[src/design/assert_macros.svh]
// Assertion macros used by the top-level RTL file.
// Depends on nothing; synthesis builds define SYNTH to drop the checks.
`ifndef ASSERT_MACROS_SVH
`define ASSERT_MACROS_SVH
`ifndef SYNTH
`define BGCA_ASSERT(lbl, clk, rstn, prop) \
    lbl: assert property (@(posedge clk) disable iff (!rstn) (prop)) \
        else $error("bgca assertion failed");
`define BGCA_ASSERT_NEXT(lbl, clk, rstn, ante, cons) \
    lbl: assert property (@(posedge clk) disable iff (!rstn) (ante) |=> (cons)) \
        else $error("bgca assertion failed");
`else
`define BGCA_ASSERT(lbl, clk, rstn, prop)
`define BGCA_ASSERT_NEXT(lbl, clk, rstn, ante, cons)
`endif
`endif

[src/design/bgca_pkg.sv]
// Types and constants of the cave grid automaton.
// Used by every module of the block; depends on nothing.
`timescale 1ns / 1ps
`default_nettype none
package bgca_pkg;
    localparam int MAX_DIM   = 64;
    localparam int ROW_W     = $clog2(MAX_DIM);
    localparam int CFG_DIM_W = 7;
    localparam int PASS_W    = 8;
    localparam int CFG_IDX_W = 2;
    localparam int CFG_DAT_W = 8;

    typedef enum logic [1:0] {
        OP_WRITE = 2'd0,
        OP_READ  = 2'd1,
        OP_RUN   = 2'd2,
        OP_NONE  = 2'd3
    } op_t;

    typedef enum logic [CFG_IDX_W-1:0] {
        REG_WIDTH  = 2'd0,
        REG_HEIGHT = 2'd1,
        REG_PASSES = 2'd2,
        REG_UNUSED = 2'd3
    } cfg_idx_t;

    typedef logic [MAX_DIM-1:0] row_t;
    typedef row_t [4:0] window_t;

    typedef struct packed {
        logic [1:0] op;
        logic [5:0] col;
        logic [5:0] row;
        logic       cell_in;
    } cmd_t;

    typedef struct packed {
        logic cell_out;
        logic run_done;
        logic out_of_range;
    } res_t;

    typedef struct packed {
        logic             en;
        logic [ROW_W-1:0] addr;
        row_t             data;
        row_t             mask;
    } ram_wr_t;
endpackage
`default_nettype wire

[src/design/bgca_rule.sv]
// Next-row logic: applies the cave rule to the centre row of a 5-row window.
// Depends on bgca_pkg.
`timescale 1ns / 1ps
`default_nettype none
module bgca_rule (
    input  bgca_pkg::window_t win,
    output bgca_pkg::row_t    next_row
);
    localparam int PAD_W = bgca_pkg::MAX_DIM + 4;

    logic [PAD_W-1:0] pad [5];
    logic [2:0]       h5  [5][bgca_pkg::MAX_DIM];
    logic [1:0]       h3  [5][bgca_pkg::MAX_DIM];

    always_comb
    begin
        for (int r = 0; r < 5; r++)
        begin
            pad[r] = {2'b00, win[r], 2'b00};
        end
        for (int r = 0; r < 5; r++)
        begin
            for (int c = 0; c < bgca_pkg::MAX_DIM; c++)
            begin
                h3[r][c] = 2'({1'b0, pad[r][c+1]}) + 2'({1'b0, pad[r][c+2]})
                         + 2'({1'b0, pad[r][c+3]});
                h5[r][c] = 3'(h3[r][c]) + 3'({2'b00, pad[r][c]})
                         + 3'({2'b00, pad[r][c+4]});
            end
        end
    end

    always_comb
    begin
        logic [3:0] n8;
        logic [4:0] n24;
        logic       ctr;
        n8  = '0;
        n24 = '0;
        ctr = 1'b0;
        for (int c = 0; c < bgca_pkg::MAX_DIM; c++)
        begin
            ctr = win[2][c];
            n8  = 4'(h3[1][c]) + 4'(h3[2][c]) + 4'(h3[3][c]) - 4'({3'b000, ctr});
            n24 = 5'(h5[0][c]) + 5'(h5[1][c]) + 5'(h5[2][c]) + 5'(h5[3][c])
                + 5'(h5[4][c]) - 5'({4'b0000, ctr});
            if (ctr)
            begin
                next_row[c] = (n8 >= 4'd3);
            end
            else
            begin
                next_row[c] = (n8 >= 4'd5) || (n24 <= 5'd2);
            end
        end
    end
endmodule
`default_nettype wire

[config.mk]
export PLATFORM = sky130hd
export DESIGN_NAME = bgca_rule
export DESIGN_NICKNAME = d
export VERILOG_FILES = /design/src/design/assert_macros.svh /design/src/design/bgca_pkg.sv /design/src/design/bgca_rule.sv
export SDC_FILE = /design/constraint.sdc
export NUM_CORES = 2
export LEC_CHECK = 0
export BUFFER_PORTS_ARGS = -buffer_cell sky130_fd_sc_hd__buf_2
export CORE_MARGIN = 1
export CORE_UTILIZATION = 60
export DETAILED_ROUTE_END_ITERATION = 8
export PLACE_DENSITY = 0.75
export SLEW_MARGIN = 10
export SYNTH_ARGS = -nofsm -noshare
export SYNTH_HDL_FRONTEND = slang
export SYNTH_SLANG_ARGS = --single-unit
[constraint.sdc]
create_clock -name vclk -period 10.05
set_clock_uncertainty 0.15 [all_clocks]
set_input_delay 0.5025 -clock vclk [all_inputs]
set_output_delay 0.5025 -clock vclk [all_outputs]
set_load 0.01 [all_outputs]
### Word level (Yosys, flattened, before mapping)

Cells that the tools add are included.

* logic and storage cells: 2077
* input port bits: 320
* output and inout bits: 64
* bits in registers: 0

* reductions and logical operators: 64
* add/subtract/negate cells: 1757
* multiplexer cells: 64
* $lt $le $gt $ge: 192

Operators by type and width (count)
* adder 2 x 1 -> 3 bit: 320
* adder 3 x 1 -> 3 bit: 300
* adder 5 x 3 -> 5 bit: 128
* adder 1 x 1 -> 2 bit: 315
* adder 2 x 1 -> 2 bit: 310
* adder 4 x 3 -> 5 bit: 64
* <= comparator 5 x 2 -> 1 bit (second input constant): 64
* subtractor 5 x 1 -> 5 bit: 64
* adder 3 x 2 -> 4 bit: 64
* adder 3 x 3 -> 4 bit: 64
* >= comparator 4 x 2 -> 1 bit (second input constant): 64
* >= comparator 4 x 3 -> 1 bit (second input constant): 64
* subtractor 4 x 1 -> 4 bit: 64
* adder 2 x 2 -> 3 bit: 64
* logical OR 1 bit: 64
* 2-to-1 mux 1 bit: 64

### Longest topological paths before layout

* depth in word-level cells: 12
* gate-level depth with buffers: 16
* gate-level depth less buffers: 16

### Worst setup path after synthesis

No wires, ideal clock.

* kind: in2out
* start: in win[187] (netlist name)
* end: out next_row[60]
* data arrival time: 5.111 ns
* data required time: 9.398 ns
* setup slack: 4.286 ns
* path buffers: 0
* cell stages on the path: 16
* cell sequence: inv_1 fa_1 ha_1 inv_1 fa_1 inv_1 fa_1 fa_1 fa_1 inv_1 fa_1 a21o_1 a21oi_2 xnor2_1 or4b_4 a22oi_2

* longest elaborated chain between the ends: 11
* elaborated cells between the ends (all ways): 16
* classes of those cells: add/sub (11); order compare (3); mux (1); reduce/logical (1)

RTL lines
* from (decl): line bgca_rule.sv:6 `input bgca_pkg::window_t win,`
* adder 1 x 1 -> 2 bit (*): line bgca_rule.sv:25 `h3[r][c] = 2'({1'b0, pad[r][c+1]}) + 2'({1'b0, pad[r][c+2]})`
* adder 2 x 1 -> 2 bit (*): line bgca_rule.sv:26 `+ 2'({1'b0, pad[r][c+3]});`
* adder 2 x 1 -> 3 bit: line bgca_rule.sv:27 `h5[r][c] = 3'(h3[r][c]) + 3'({2'b00, pad[r][c]})`
* adder 3 x 1 -> 3 bit: line bgca_rule.sv:28 `+ 3'({2'b00, pad[r][c+4]});`
* adder 4 x 3 -> 5 bit: line bgca_rule.sv:45 `n24 = 5'(h5[0][c]) + 5'(h5[1][c]) + 5'(h5[2][c]) + 5'(h5[3][c])`
* adder 5 x 3 -> 5 bit: line bgca_rule.sv:45
* adder 5 x 3 -> 5 bit: line bgca_rule.sv:46 `+ 5'(h5[4][c]) - 5'({4'b0000, ctr});`
* subtractor 5 x 1 -> 5 bit: line bgca_rule.sv:46
* <= comparator 5 x 2 -> 1 bit: line bgca_rule.sv:53 `next_row[c] = (n8 >= 4'd5) || (n24 <= 5'd2);`
* logical OR 1 bit: line bgca_rule.sv:53
* 2-to-1 mux 1 bit (*): line bgca_rule.sv:47 `if (ctr)`
* to (decl): line bgca_rule.sv:7 `output bgca_pkg::row_t next_row`

Every way passes the cells marked *; elsewhere a longest branch is shown, timed or not.

### Worst setup path after layout

* start: in win[97] (netlist name)
* end: out next_row[32]

* longest elaborated chain between the ends: 11
* elaborated cells between the ends (all ways): 16
* classes of those cells: add/sub (11); order compare (3); mux (1); reduce/logical (1)

RTL lines (line)
* adder 2 x 1 -> 2 bit (*): bgca_rule.sv:26
* adder 2 x 1 -> 3 bit: bgca_rule.sv:27
* adder 3 x 1 -> 3 bit: bgca_rule.sv:28
* adder 3 x 3 -> 4 bit: bgca_rule.sv:45
* adder 4 x 3 -> 5 bit: bgca_rule.sv:45
* adder 5 x 3 -> 5 bit: bgca_rule.sv:45
* adder 5 x 3 -> 5 bit: bgca_rule.sv:46
* subtractor 5 x 1 -> 5 bit: bgca_rule.sv:46
* <= comparator 5 x 2 -> 1 bit: bgca_rule.sv:53
* logical OR 1 bit: bgca_rule.sv:53
* 2-to-1 mux 1 bit (*): bgca_rule.sv:47

Marked as above.

==> results.yml <==
floorplanning:
  rows: 108
  pin_count: 384
  die_width_um: 299
  dieArea_mm2: 0.0892
  core_mm2: 0.0870
  start_util_pct: 60.7
  die_y_um: 299
worst_setup_path:
  path_cells: "buf_2 > inv_1 > fa_1 > fa_1 > inv_1 > fa_1 > fa_1 > inv_1 > fa_1 > fa_1 > inv_1 > fa_1 > a21o_1 > a21oi_2 > xnor2_1 > or4b_4 > a22oi_2 > buf_2"
  critPathSlowestCell: "fa_1"
  cp_max_fo: 5
  required_ns: 9.40
  crit_family: "adder cells"
  cpPeakStageDelay_ns: 0.57
  crit_top_cell: "fa_1"
  worstSetupPathType: "input pin to output port"
  critPathBufInv: 6
  critPathLaunchType: "input pin"
  cp-end-kind: "output port"
  arrival_ns: 5.76
place:
  post-place-ws_ns: 3.66
  detailed_place_hpwl_mm: 101
  place_area_mm2: 0.0562
  gp_congestion: 0.934
  port-buffer-count: 384
drt:
  dr.pass1.iters: 5
  routedWlPerCell_um: 15.8
  viasPerCell: 4.98
  vias: 34800
  first_iter_violations: 1261
  drt-total-wl_mm: 111
  antenna_left: 0
  drcViolationCount: 0
min_path:
  hp-start: "win[187]"
  hold_depth: 3
  hold_end: "next_row[59]"
  hold_class: "input pin to output port"
global_route:
  grt_max_degree: 14
  grtUsageTotal_pct: 26.5
  grt_pass1_wl_mm: 191
  overflow: 0
  antenna_found_initial: 20
  grt_pass1_vias: 39300
cells_and_area:
  area_growth_pct: 6.44
  finalNetCount: 8299
  seq_cell_count: 0
  drive_above_1_share_pct: 7.81
  seqCellArea_um2: 0
  fin_area_mm2: 0.0562
  fin_util_pct: 64.6
  nClkBuffers: 0
synth:
  yosys.area.top_type: "fa_1"
  synth.avg_cell_area_um2: 9.70
  syn_area_mm2: 0.0528
  synth_area_leaders: "fa_1 (50%), ha_1 (20%), inv_1 (16%)"
  syn-num-nets: 7914
  ys_seq_area_share_pct: 0
  ys_types: 37
  syn_inst: 5444
  netlist.area_leader.share_pct: 49.9
  synth_warnings: 0
power:
  p_per_area_mw_per_mm2: 281
  leakagePower_nw: 32.7
  peakVddDrop_v: 0.000332
timing:
  whs_ns: 1.35
  maxSlewHeadroom_pct: 52.0
  finalCriticalPeriod_ns: 6.42
  clock.fmax_mhz: 156
  worst_pin_slew_ns: 0.711
  fin_tns_setup_ns: 0
  final_max_slew_viol_count: 0
  setup_violations: 0
  setup_ws_ns: 3.63
  rsz0062_at_grt: "no"
  finalCritPeriodShare_pct: 63.8
  hold_violations: 0
job:
  max_cap_viol_count: 0
clock_tree:
  cts_setup_buffers: 0
  hold_buffers: 0
  post_cts_resized: 0
status:
  status: "completed"
-- worst max path at each step --
stage / start / to / slack, ns / cells past startpoint
finish: win[97] / next_row[32] / 3.63 / 18
global route: win[163] / next_row[35] / 3.46 / 18
CTS: win[164] / next_row[35] / 3.66 / 18
detailed placement: win[189] / next_row[60] / 3.66 / 18
global placement: win[36] / next_row[35] / 3.74 / 18
floorplan: win[187] / next_row[60] / 4.29 / 16
-- synth_stat cells (12+ instances only) --
master / n
a21o_1: 103
a21oi_1: 202
a21oi_2: 23
a22oi_2: 12
a311oi_1: 23
a41o_1: 20
fa_1: 1317
ha_1: 833
inv_1: 2263
nand2_1: 53
nand3b_1: 18
nor2_1: 27
nor4_1: 24
o21ai_0: 71
o41ai_1: 16
or3_1: 12
or3b_2: 12
or4b_4: 12
xnor2_1: 188
xor2_1: 153
-- cell families (layout without fill, tap and decap cells) --
group,count (synthesis),count (layout),share of synthesized area [%]
muxes,3,3,0.0569
AOI/OAI and AO/OA,495,495,6.11
adders and majority gates,2150,2150,69.7
buffers and inverters,2264,2647,16.1
and+or+nand+nor,179,179,2.02
xor gates and xnor gates,353,353,6.05
other,0,14,0
-- layout by cell type (no fill, tap or decap), drive strengths merged --
| cell type | count |
|---|---|
| inv | 2263 |
| fa | 1317 |
| ha | 833 |
| buf | 384 |
| a21oi | 225 |
| xnor2 | 188 |
| xor2 | 165 |
| a21o | 103 |
| o21ai | 71 |
| nand2 | 53 |
| nor2 | 27 |
| nor4 | 24 |
| a311oi | 23 |
| a22oi | 23 |
| a41o | 20 |
| nand3b | 18 |
| o41ai | 16 |
| diode | 14 |
| or3 | 12 |
| or3b | 12 |
| or4b | 12 |
| or4 | 11 |
| nand3 | 7 |
| a31oi | 3 |
| o21bai | 3 |
| mux2i | 3 |
| a221oi | 3 |
| nand2b | 2 |
| nor3 | 1 |
| a311o | 1 |
| o32a | 1 |
| a221o | 1 |
| o22ai | 1 |
| o2111ai | 1 |
-- worst min-delay path: stages --
cell	delay, ns
buf_2	0.22
o41ai_1	0.12
buf_2	0.14
-- through the flow --
step                      power, mW  instances
final                          15.8       6996
after global routing           18.4       6991
after CTS                      16.0       6982
after detailed placement       15.8       6982
after global placement         15.2       6982
after floorplan                12.5       5444
-- per-layer routing --
layer / wire (µm) / part of all wire, % / track usage, % / vias to the layer above
met1: 45600 / 41 / 34.8 / 17500
li1: - / - / - / 16400
met3: 5980 / 5.4 / 3.34 / 197
met4: 3200 / 2.9 / 6.76 / 16
met2: 55800 / 50 / 46.4 / 781
met5: 97 / 0.088 / 0 / -
-- power breakdown --
part | internal [mW] | switching [mW] | total, mW
sequential | 0 | 0 | 0
clock | 0.000000187 | 0 | 0.000000187
combinational | 7.28 | 8.51 | 15.8
-- area by class of cell --
class	instances	area, µm²
Antenna cell	14	35.0
Multi-Input combinational cell	3180	44300
Tap cell	1155	1450
Fill cell	7052	30800
Inverter	2263	8490
Timing Repair Buffer	384	1920
(Power assumes the default switching activity.)
